$ cat config.mk
export PLATFORM = sky130hd
export DESIGN_NAME = section_key_string_hash
export DESIGN_NICKNAME = d
export VERILOG_FILES = /design/src/hw/rtl/skh_pkg.sv /design/src/hw/rtl/skh_absorb.sv /design/src/hw/rtl/section_key_string_hash.sv
export SDC_FILE = /design/constraint.sdc
export NUM_CORES = 1
export LEC_CHECK = 0
export BUFFER_PORTS_ARGS = -buffer_cell sky130_fd_sc_hd__buf_2
export CAP_MARGIN = 40
export CORE_MARGIN = 4
export CORE_UTILIZATION = 44
export CTS_BUF_LIST = sky130_fd_sc_hd__clkbuf_16
export DETAILED_ROUTE_END_ITERATION = 10
export GPL_TIMING_DRIVEN = 1
export HOLD_SLACK_MARGIN = 0.15
export SYNTH_ARGS = -nofsm -noshare
export SYNTH_HDL_FRONTEND = slang
export SYNTH_SLANG_ARGS = --single-unit
$ cat constraint.sdc
create_clock -name clk -period 9.05 [get_ports clk]
set_input_delay 0.4525 -clock clk [delete_from_list [all_inputs] [get_ports clk]]
set_output_delay 0.4525 -clock clk [all_outputs]
set_load 0.02 [all_outputs]
$ cat src/hw/rtl/skh_pkg.sv
// ----------------------------------------------------------------------------
// skh_pkg
// Shared widths, types and mixing functions for the section key hash.
// ----------------------------------------------------------------------------
package skh_pkg;

	localparam int SEED_W    = 32;
	localparam int SECTION_W = 30;
	localparam int BYTE_W    = 8;
	localparam int HASH_W    = 32;

	// Stream payload layout.
	localparam int S_TDATA_W = 72;
	localparam int S_TUSER_W = 2;
	localparam int M_TDATA_W = 32;

	localparam int SEED_LSB    = 0;
	localparam int SECTION_LSB = SEED_LSB + SEED_W;
	localparam int BYTE_LSB    = SECTION_LSB + SECTION_W;

	localparam int TUSER_FIRST    = 0;
	localparam int TUSER_HAS_BYTE = 1;

	typedef logic [HASH_W-1:0] hash_t;

	// Control handed to the absorb stage for one beat.
	typedef struct packed {
		logic load;
		logic first;
		logic has_byte;
	} absorb_ctl_t;

	// First half of the premix: complement shift-add and an xor-shift.
	function automatic hash_t premix_lo(input hash_t x);
		hash_t p;
		p = (x << 15) + ~x;
		return p ^ (p >> 12);
	endfunction

	// Second half: times five, xor-shift, times 2057 as shift-adds, xor-shift.
	function automatic hash_t premix_hi(input hash_t p);
		hash_t t;
		t = p + (p << 2);
		t = t ^ (t >> 4);
		t = t + (t << 3) + (t << 11);
		return t ^ (t >> 16);
	endfunction

	// One-at-a-time step with the byte taken as a signed char.
	function automatic hash_t absorb_step(input hash_t s, input logic [BYTE_W-1:0] b);
		hash_t v;
		v = s + {{(HASH_W-BYTE_W){b[BYTE_W-1]}}, b};
		v = v + (v << 10);
		return v ^ (v >> 6);
	endfunction

	function automatic hash_t finish_mix(input hash_t s);
		hash_t v;
		v = s + (s << 3);
		v = v ^ (v >> 11);
		return v + (v << 15);
	endfunction

endpackage

$ cat src/hw/rtl/skh_absorb.sv
// ----------------------------------------------------------------------------
// skh_absorb
// Running hash register and the per-byte absorb step.
// ----------------------------------------------------------------------------
module skh_absorb (
	input  logic                clk,
	input  logic                arst_n,
	input  skh_pkg::absorb_ctl_t ctl,
	input  skh_pkg::hash_t      premix,
	input  logic [skh_pkg::BYTE_W-1:0] key_byte,
	output skh_pkg::hash_t      mixed
);
	import skh_pkg::*;

	hash_t running_hash_q;
	hash_t base;

	always_comb begin
		base  = ctl.first ? premix : running_hash_q;
		mixed = ctl.has_byte ? absorb_step(base, key_byte) : base;
	end

	// The final avalanche is applied downstream and never written back here.
	always_ff @(posedge clk or negedge arst_n) begin
		if (!arst_n) begin
			running_hash_q <= '0;
		end else if (ctl.load) begin
			running_hash_q <= mixed;
		end
	end

endmodule

$ cat src/hw/rtl/section_key_string_hash.sv
// ----------------------------------------------------------------------------
// section_key_string_hash
// Streaming 32-bit key hash with a seeded, premixed start and a final avalanche.
// ----------------------------------------------------------------------------
// A key arrives as a run of beats on the s_ channel, one key byte per beat.
// The beat with tuser.first set adds seed and section and premixes the sum;
// beats with tuser.has_byte set absorb key_byte; the beat with tlast set
// produces one hash beat on the m_ channel. An empty key is a single beat
// with first and tlast set and has_byte clear.
// Throughput is one beat per cycle while m_tready holds no result back. The
// path is five register stages: input, two premix stages, the absorb stage
// holding the running hash, and the finishing output register, through which
// a hash reaches m_tdata after its tlast beat is taken. Only the absorb stage
// carries state from beat to beat, and its step is computed combinationally.
// Each stage moves forward whenever the stage after it is empty or moving,
// so bubbles are squeezed out; when m_tready stays low, the pipeline fills
// and s_tready drops once all five stages hold a beat.
// Reset clears all stage valids and sets the running hash to zero.
// ----------------------------------------------------------------------------
module section_key_string_hash (
	input  logic                         clk,
	input  logic                         arst_n,
	input  logic                         s_tvalid,
	output logic                         s_tready,
	// seed [31:0], section [61:32], key_byte [69:62], zero [71:70]
	input  logic [skh_pkg::S_TDATA_W-1:0] s_tdata,
	// first [0], has_byte [1]
	input  logic [skh_pkg::S_TUSER_W-1:0] s_tuser,
	input  logic                         s_tlast,
	output logic                         m_tvalid,
	input  logic                         m_tready,
	// hash [31:0]
	output logic [skh_pkg::M_TDATA_W-1:0] m_tdata
);
	import skh_pkg::*;

	// Stage valids.
	logic v_s1, v_s2, v_s3, v_s4, v_s5;
	logic rdy1, rdy2, rdy3, rdy4, rdy5;

	// Stage payloads.
	hash_t                  seed_sum_s1;
	logic                   first_s1, has_byte_s1, last_s1;
	logic [BYTE_W-1:0]      byte_s1;
	hash_t                  pm_s2;
	logic                   first_s2, has_byte_s2, last_s2;
	logic [BYTE_W-1:0]      byte_s2;
	hash_t                  pm_s3;
	logic                   first_s3, has_byte_s3, last_s3;
	logic [BYTE_W-1:0]      byte_s3;
	hash_t                  mixed_s4;
	hash_t                  hash_s5;

	absorb_ctl_t            ctl;
	hash_t                  mixed;

	assign rdy5     = !v_s5 || m_tready;
	assign rdy4     = !v_s4 || rdy5;
	assign rdy3     = !v_s3 || rdy4;
	assign rdy2     = !v_s2 || rdy3;
	assign rdy1     = !v_s1 || rdy2;
	assign s_tready = rdy1;

	always_ff @(posedge clk or negedge arst_n) begin
		if (!arst_n) begin
			v_s1 <= 1'b0;
			v_s2 <= 1'b0;
			v_s3 <= 1'b0;
			v_s4 <= 1'b0;
			v_s5 <= 1'b0;
		end else begin
			if (rdy1) begin
				v_s1 <= s_tvalid;
			end
			if (rdy2) begin
				v_s2 <= v_s1;
			end
			if (rdy3) begin
				v_s3 <= v_s2;
			end
			// Only beats that end a key continue past the absorb stage.
			if (rdy4) begin
				v_s4 <= v_s3 && last_s3;
			end
			if (rdy5) begin
				v_s5 <= v_s4;
			end
		end
	end

	always_ff @(posedge clk) begin
		if (rdy1) begin
			seed_sum_s1 <= s_tdata[SEED_LSB +: SEED_W]
				+ HASH_W'(s_tdata[SECTION_LSB +: SECTION_W]);
			byte_s1     <= s_tdata[BYTE_LSB +: BYTE_W];
			first_s1    <= s_tuser[TUSER_FIRST];
			has_byte_s1 <= s_tuser[TUSER_HAS_BYTE];
			last_s1     <= s_tlast;
		end
		if (rdy2) begin
			pm_s2       <= premix_lo(seed_sum_s1);
			byte_s2     <= byte_s1;
			first_s2    <= first_s1;
			has_byte_s2 <= has_byte_s1;
			last_s2     <= last_s1;
		end
		if (rdy3) begin
			pm_s3       <= premix_hi(pm_s2);
			byte_s3     <= byte_s2;
			first_s3    <= first_s2;
			has_byte_s3 <= has_byte_s2;
			last_s3     <= last_s2;
		end
		if (rdy4) begin
			mixed_s4 <= mixed;
		end
		if (rdy5) begin
			hash_s5 <= finish_mix(mixed_s4);
		end
	end

	assign ctl.load     = v_s3 && rdy4;
	assign ctl.first    = first_s3;
	assign ctl.has_byte = has_byte_s3;

	skh_absorb u_absorb (
		.clk      (clk),
		.arst_n   (arst_n),
		.ctl      (ctl),
		.premix   (pm_s3),
		.key_byte (byte_s3),
		.mixed    (mixed)
	);

	assign m_tvalid = v_s5;
	assign m_tdata  = hash_s5;

endmodule

Yosys cells after proc, flatten, opt, wreduce, memory -nomap -nowiden --
Index checks and enable logic that the tools add are counted.
Storage, ports and cells: word-level logic and storage cells 52, output and inout port bits 34, input bits 79, flip-flop bits (word level) 230
Operators by class: add/sub/neg operators 9, reduce and logical (&&, ||, !) cells 12, muxes and demuxes 2, bitwise gates (word level) 6
Operators by type and width (count):
- $add 32x32->32 | 8
- $mux 32 | 2
- $add 32x30->32 | 1
- $not 32->32 | 1
- $xor 32x16->32 | 1
- $xor 32x20->32 | 1
- $xor 32x21->32 | 1
- $xor 32x26->32 | 1
- $xor 32x28->32 | 1
- $logic_not 1->1 | 5
- $logic_or 1x1->1 | 5
- $logic_and 1x1->1 | 2

Longest topological paths before layout --
Gate-level depths: netlist (run 1).
word-level depth 6, depth in mapped cells 29, gate-level depth less buffers 27

By module --
From an unflattened synthesis (run 1), not the netlist that was laid out.
Unflattened totals: cell total of the unflattened synthesis 1901, area total of the unflattened synthesis 19316.0 um^2
By module, submodules not included:
- section_key_string_hash | seq. area each 5920.7 um^2, instances 1, cells an instance 1335, area an instance 14467.6 um^2
- skh_absorb | seq. area each 800.8 um^2, instances 1, cells an instance 566, area an instance 4848.4 um^2

Worst setup path before layout (run 1) --
No wires, ideal clock.
kind register to register, from reg first_s3, to reg u_absorb.running_hash_q[25], path buffers 2, slack 3.211 ns, library setup time 0.125 ns, data arrival time 5.714 ns, period minus slack after synthesis 5.839 ns, data required time 8.925 ns, cell stages (with the launch flop) 30, path through edfxtp_1 -> clkbuf_1 -> buf_1 -> mux2_2 -> ha_1 -> inv_1 -> fa_1 -> nor2b_1 -> o21ai_0 -> a21boi_0 -> o21ai_0 -> a21boi_0 -> o21ai_0 -> a21o_1 -> o31ai_1 -> a31o_2 -> o21ai_0 -> xnor2_1 -> ha_1 -> o21a_1 -> o21ai_0 -> nand2b_1 -> a21oi_1 -> o21ai_0 -> o21ai_0 -> o21ai_0 -> a311oi_1 -> xor3_1 -> a21oi_2 -> mux2_4
On the way: longest elaborated chain between the ends 5
RTL lines:
- start, declared | line section_key_string_hash.sv:49 | logic first_s3, has_byte_s3, last_s3;
- start signal, assigned | line section_key_string_hash.sv:110 | first_s3 <= first_s2;
- $mux 32 (*) | line skh_absorb.sv:19 | base = ctl.first ? premix : running_hash_q;
- $add 32x32->32 | line skh_pkg.sv:52 | v = s + {{(HASH_W-BYTE_W){b[BYTE_W-1]}}, b};
- $add 32x32->32 | line skh_pkg.sv:53 | v = v + (v << 10);
- $xor 32x26->32 | line skh_pkg.sv:54 | return v ^ (v >> 6);
- $mux 32 (*) | line skh_absorb.sv:20 | mixed = ctl.has_byte ? absorb_step(base, key_byte) : base;
- via mixed[25] | line section_key_string_hash.sv:55 | hash_t mixed;
- end signal, assigned | line skh_absorb.sv:28 | running_hash_q <= mixed;
- end, declared | line skh_absorb.sv:15 | hash_t running_hash_q;
Mark *: on every way through the listed nets, which the timed path passes. The rest lies on a longest branch. A chain may end at the register's enable or synchronous reset.

Worst setup path after layout (run 1) --
from reg first_s3, to reg u_absorb.running_hash_q[23]
The elaborated chain is that of the path after synthesis.

==> results of run 1 <==
==> layout by cell type (no fill, tap or decap), types with 13 or more instances in the layout <==
cell,n
xor2_1,98
xnor2_1,204
and3_1,15
nor2_1,131
nand2b_1,17
mux2_2,47
o21bai_1,29
nand2_1,107
inv_1,115
o21ai_0,83
a21o_1,81
fa_1,19
dfrtp_1,37
o21a_1,20
a31oi_1,15
nor2b_1,24
dlygate4sd3_1,13
buf_2,110
clkbuf_16,24
nor3_1,25
ha_1,215
a21oi_1,167
edfxtp_1,193
nand4_1,16
nand3_1,35
==> through the flow <==
stage,utilization,hold slack [ps],std cells,worst slack [ps]
final,0.500,206,2566,2360
after global placement,0.475,401,2506,2470
after global routing,0.500,199,2566,1870
after detailed placement,0.477,405,2509,2410
after floorplan,-,157,1877,3210
after CTS,0.500,184,2566,2370
==> worst paths after layout <==
kind                                            from                                 endpoint  slack [ps]  cells after the start
worst max register to register    first_s3$_DFFE_PP_  u_absorb.running_hash_q[23]$_DFFE_PN0P_        2360                     27
worst max-delay path              first_s3$_DFFE_PP_  u_absorb.running_hash_q[23]$_DFFE_PN0P_        2360                     27
worst min register to register  byte_s2[4]$_DFFE_PP_                     byte_s3[4]$_DFFE_PP_         410                      0
min in group asynchronous                     arst_n   u_absorb.running_hash_q[6]$_DFFE_PN0P_         470                      2
worst min-delay path                     s_tdata[32]                 seed_sum_s1[0]$_DFFE_PP_         210                      2
max in group asynchronous                     arst_n  u_absorb.running_hash_q[30]$_DFFE_PN0P_        8040                      3
==> routing by layer <==
layer	GRT usage	wire (um)	up-vias
met5	0	0	-
met3	0.0256	1950	58
met2	0.346	22600	267
li1	-	-	7094
met4	0.0408	1040	0
met1	0.257	20700	6572
==> layout make-up <==
type,instances,area [sq um]
fillers,3922,21100
multi-input cells,1509,11600
flip-flops and latches,230,6720
repair buffers,134,816
well taps,539,674
clock buffers,24,601
inverters,110,413
clock inverters,20,250
==> registers in the layout, summed over array words and instances, names as in the netlist, 8 cells and up <==
signal and flops:
pm_s3 32, u_absorb.running_hash_q 32, byte_s3 8, pm_s2 32, byte_s1 8, mixed_s4 32, byte_s2 8, seed_sum_s1 32
m_tdata 32
==> cell families after synthesis <==
family,Yosys count,share of synthesized area
flops,230,0.356
fa+ha+maj,234,0.163
xor+xnor,309,0.148
mux,58,0.0341
compound gates,489,0.166
buf+inv,138,0.0284
simple gates,419,0.105
==> results.md, run 1 <==
* Longest Clk Path Bufs at 3
* Mapped Nets at 2190
* Synth top area share at 0.307
* Ys async rst share at 0.161
* Slowest stage delay, CP at 570 ps
* Grt total ovfl at 0
* Final setup viols at 0
* Critical path's slowest cell: edfxtp_1
* Reg clk slew, reported paths at 60 ps
* Synthesized instance count at 1877
* Global-route wire length before repair at 74000 um
* Post-synth top flop: edfxtp_1
* Final Skew at 21.8 ps
* Chip Width at 215 um
* Worst path top cell family by delay: compound AO/OA/AOI/OAI gates
* Share of cells above drive strength 1 at 0.117
* Count of cell types in the netlist at 86
* Antenna violations before repair at 0
* Most frequent cells after synthesis: 215 x ha_1, 204 x xnor2_1, 193 x edfxtp_1
* Final Cycle Share at 0.739
* Crit path kind: flop to flop
* Endpoint class of the critical path: flop
* GPL Wtd Cong at 0.896
* Buffers & Inverters on Critical Path at 1
* Worst skew pair latency at 550 ps
* DPL Wire Length at 38100 um
* WL/cell at 18.0 um
* RSZ-0062 raised after global routing: false
* Die Ht at 215 um
* Final instance area at 0.0211 sq mm
* Vias at 13991
* Fin. Hold Viols at 0
* Synth area leaders: edfxtp_1 31%, ha_1 14%, xnor2_1 9.5%
* CP Max Fanout at 8
* Clock sink total at 230
* First-pass DRT Iterations at 5
* Core box area at 0.0422 sq mm
* CTS Buf Count at 24
* Setup Fix Bufs, Post-CTS at 0
* Number of global-route vias before repair at 13968
* Antenna diode count at 0
* Area Growth Syn to Fin at 11.8%
* GRT Total Usage at 0.196
* Post-synth top area cell: edfxtp_1
* Fin. max-slew vios at 0
* Maxcap violations at 0
* Crit path time final at 6690 ps
* DRC errors left at 0
* Worst Path Required at 9520 ps
* Initial Util at 0.447
* Hold buffers post-CTS at 13
* Largest net degree at the start of global routing at 60
* Max Freq at 150 MHz
* CTS tree: built
* Top-count cell post-synth: ha_1
* Routed vias/inst at 5.45
* Slew margin rel. at 0.409
* Cell Area, Placed at 0.0201 sq mm
* Ports at 113
* Status: completed
* Violation count after the first detailed-route iteration at 806
* Num rows at 75
* Sequential element share of the synthesized area at 0.356
* #FFs+latches synth at 230
* Synthesized cell area at 0.0189 sq mm
* Setup TNS after final layout at 0 ps
* Detail Route Antenna Nets at 0
* Port bufs at 110
* Post-cts sizing count at 0
* Synthesized area per cell at 10.1 sq um
* CP startpoint kind: flop
* Most common cell on crit path: o21ai_0
* WP data arrival at 7160 ps
* Routed wire length at 46300 um
* Worst-Margin Slew at 875 ps
* Final nets at 2322
* Synth Warn # at 0
* CTS H-tree depth at 1
* Die area at 0.0463 sq mm
* Root Buffer: clkbuf_16
* EDFF count, synth at 193
* Hold crit path type: primary input to flop
Power of run 1 is left out: the tool's default activity adds up to more than one toggle a clock period on the data nets, which glitch-free logic cannot reach.
==> run 2, diff against run 1 <==
- clock period: 9.05 -> 7 ns (I/O delays scaled with it)
==> results.md, run 2 (synthesis results as in run 1) <==
* CTS tree: built
* Worst path depth at 24
* Commonest cells after routing, fill and taps aside: 215 x ha_1, 204 x xnor2_1, 193 x edfxtp_1
* Hold path startpoint: m_tready
* Crit path kind: flop to flop
* Most common cell on crit path: a21oi_1
* Antenna violations before repair at 0
* Worst skew pair latency at 550 ps
* Grt total ovfl at 0
* Root Buffer: clkbuf_16
* Global-route wire length before repair at 74200 um
* CP startpoint kind: flop
* Core box area at 0.0422 sq mm
* Violation count after the first detailed-route iteration at 717
* Worst path top cell family by delay: compound AO/OA/AOI/OAI gates
* Slew margin rel. at 0.468
* Worst Path Required at 7280 ps
* First-pass DRT Iterations at 7
* Vias at 14120
* Routed vias/inst at 5.49
* Final setup viols at 0
* Post-Place Setup Slack at 468 ps
* Buffers & Inverters on Critical Path at 1
* Clock sink total at 230
* Detail Route Antenna Nets at 0
* Hold crit path type: primary input to flop
* Maxcap violations at 0
* GPL Wtd Cong at 0.917
* Num rows at 75
* DRC errors left at 0
* Status: completed
* Crit path time final at 6550 ps
* Final Cycle Share at 0.936
* Antenna diode count at 0
* Cell Chain, Critical Path: ha_1, fa_1, a211oi_1, o21ai_1, a211oi_2, nor2_1, a21o_1, a21oi_1, xnor2_1, xnor2_1, inv_1, fa_1, ha_1, a21oi_1, o221ai_1, a21oi_1, o21bai_1, a21oi_1, o41a_1, nor3_1, nor2_1, o21ai_0, xnor2_1, xnor3_1
* WP data arrival at 6830 ps
* Cells on worst reg2reg path at 24
* Final Skew at 17.4 ps
* Fin. max-slew vios at 0
* Worst R2R Start: pm_s2[0]$_DFFE_PP_
* Die area at 0.0463 sq mm
* R2R Setup Slk at 450 ps
* Setup TNS after final layout at 0 ps
* WL/cell at 18.2 um
* Commonest non-fill, non-tap cell in the layout: ha_1
* Max Freq at 153 MHz
* CTS H-tree depth at 1
* Slowest stage delay, CP at 500 ps
* Longest Clk Path Bufs at 3
* DPL Wire Length at 38400 um
* Endpoint class of the critical path: flop
* RSZ-0062 raised after global routing: false
* Port bufs at 110
* GRT Total Usage at 0.197
* Fin. Hold Viols at 0
* FF-to-FF End: pm_s3[15]$_DFFE_PP_
* CTS Buf Count at 25
* Final WS setup at 448 ps
* Die Ht at 215 um
* CP Max Fanout at 7
* Worst setup path endpoint: pm_s3[15]$_DFFE_PP_
* Critical path origin: pm_s2[0]$_DFFE_PP_
* Reg clk slew, reported paths at 60 ps
* Chip Width at 215 um
* Critical path's slowest cell: fa_1
* Worst-Margin Slew at 793 ps
* Share of cells above drive strength 1 at 0.117
* Final nets at 2329
* Ports at 113
* Number of global-route vias before repair at 13985
* Area Growth Syn to Fin at 11.7%
* Largest net degree at the start of global routing at 60
* Initial Util at 0.447
* Routed wire length at 46800 um
[run 2: layer usage]
| metal | track usage | share of wire | vias up |
|---|---|---|---|
| li1 | - | - | 7099 |
| met1 | 0.259 | 0.45 | 6661 |
| met2 | 0.345 | 0.48 | 286 |
| met3 | 0.0257 | 0.040 | 72 |
| met4 | 0.0520 | 0.028 | 2 |
| met5 | 0 | 0.0019 | - |
[run 2: worst reg2reg max path, delay by kind of cell, from the launching register on]
| family | cells | cell delay [ps] |
|---|---|---|
| AOI/OAI and AO/OA | 12 | 2360 |
| adders and majority gates | 4 | 1590 |
| xor gates and xnor gates | 4 | 1330 |
| DFF | 1 | 420 |
| and+or+nand+nor | 3 | 410 |
| buffers and inverters | 1 | 160 |
[run 2: layout make-up]
cell class / instances / area (sq um)
Fill cell: 3917 / 21100
Sequential cell: 230 / 6720
Timing Repair Buffer: 140 / 876
Tap cell: 539 / 674
Clock inverter: 21 / 135
Clock buffer: 25 / 626
Multi-Input combinational cell: 1509 / 11600
Inverter: 110 / 413
[run 2: worst min path at each step]
| stage | slack [ps] | cells after the start | end |
|---|---|---|---|
| CTS | 210 | 3 | m_tvalid$_DFFE_PN0P_ |
| global route | 230 | 3 | seed_sum_s1[28]$_DFFE_PP_ |
| finish | 240 | 3 | m_tvalid$_DFFE_PN0P_ |
| global placement | 400 | 0 | last_s2$_DFFE_PP_ |
| detailed placement | 370 | 1 | u_absorb.running_hash_q[7]$_DFFE_PN0P_ |
| floorplan | 50 | 0 | m_tvalid$_DFFE_PN0P_ |
[run 2: timing repair]
item                                    in CTS  in global routing
endpoints found under the setup margin       0                  6
buffers inserted                             0                  0
endpoints found under the hold margin       31                  0
hold buffers                                17                  0
resized for setup                            0                  4
[run 2: stage by stage]
| stage | std cells | hold WS [ps] | util | cell area [sq um] |
|---|---|---|---|---|
| 2_1_floorplan | 1877 | 54.4 | - | 18900 |
| 3_3_place_gp | 2507 | 401 | 0.475 | 20100 |
| 3_5_place_dp | 2511 | 373 | 0.477 | 20100 |
| 4_1_cts | 2574 | 212 | 0.499 | 21100 |
| 5_1_grt | 2574 | 232 | 0.499 | 21100 |
| 6_report | 2574 | 239 | 0.499 | 21100 |
Power of run 2 is left out for the same reason.
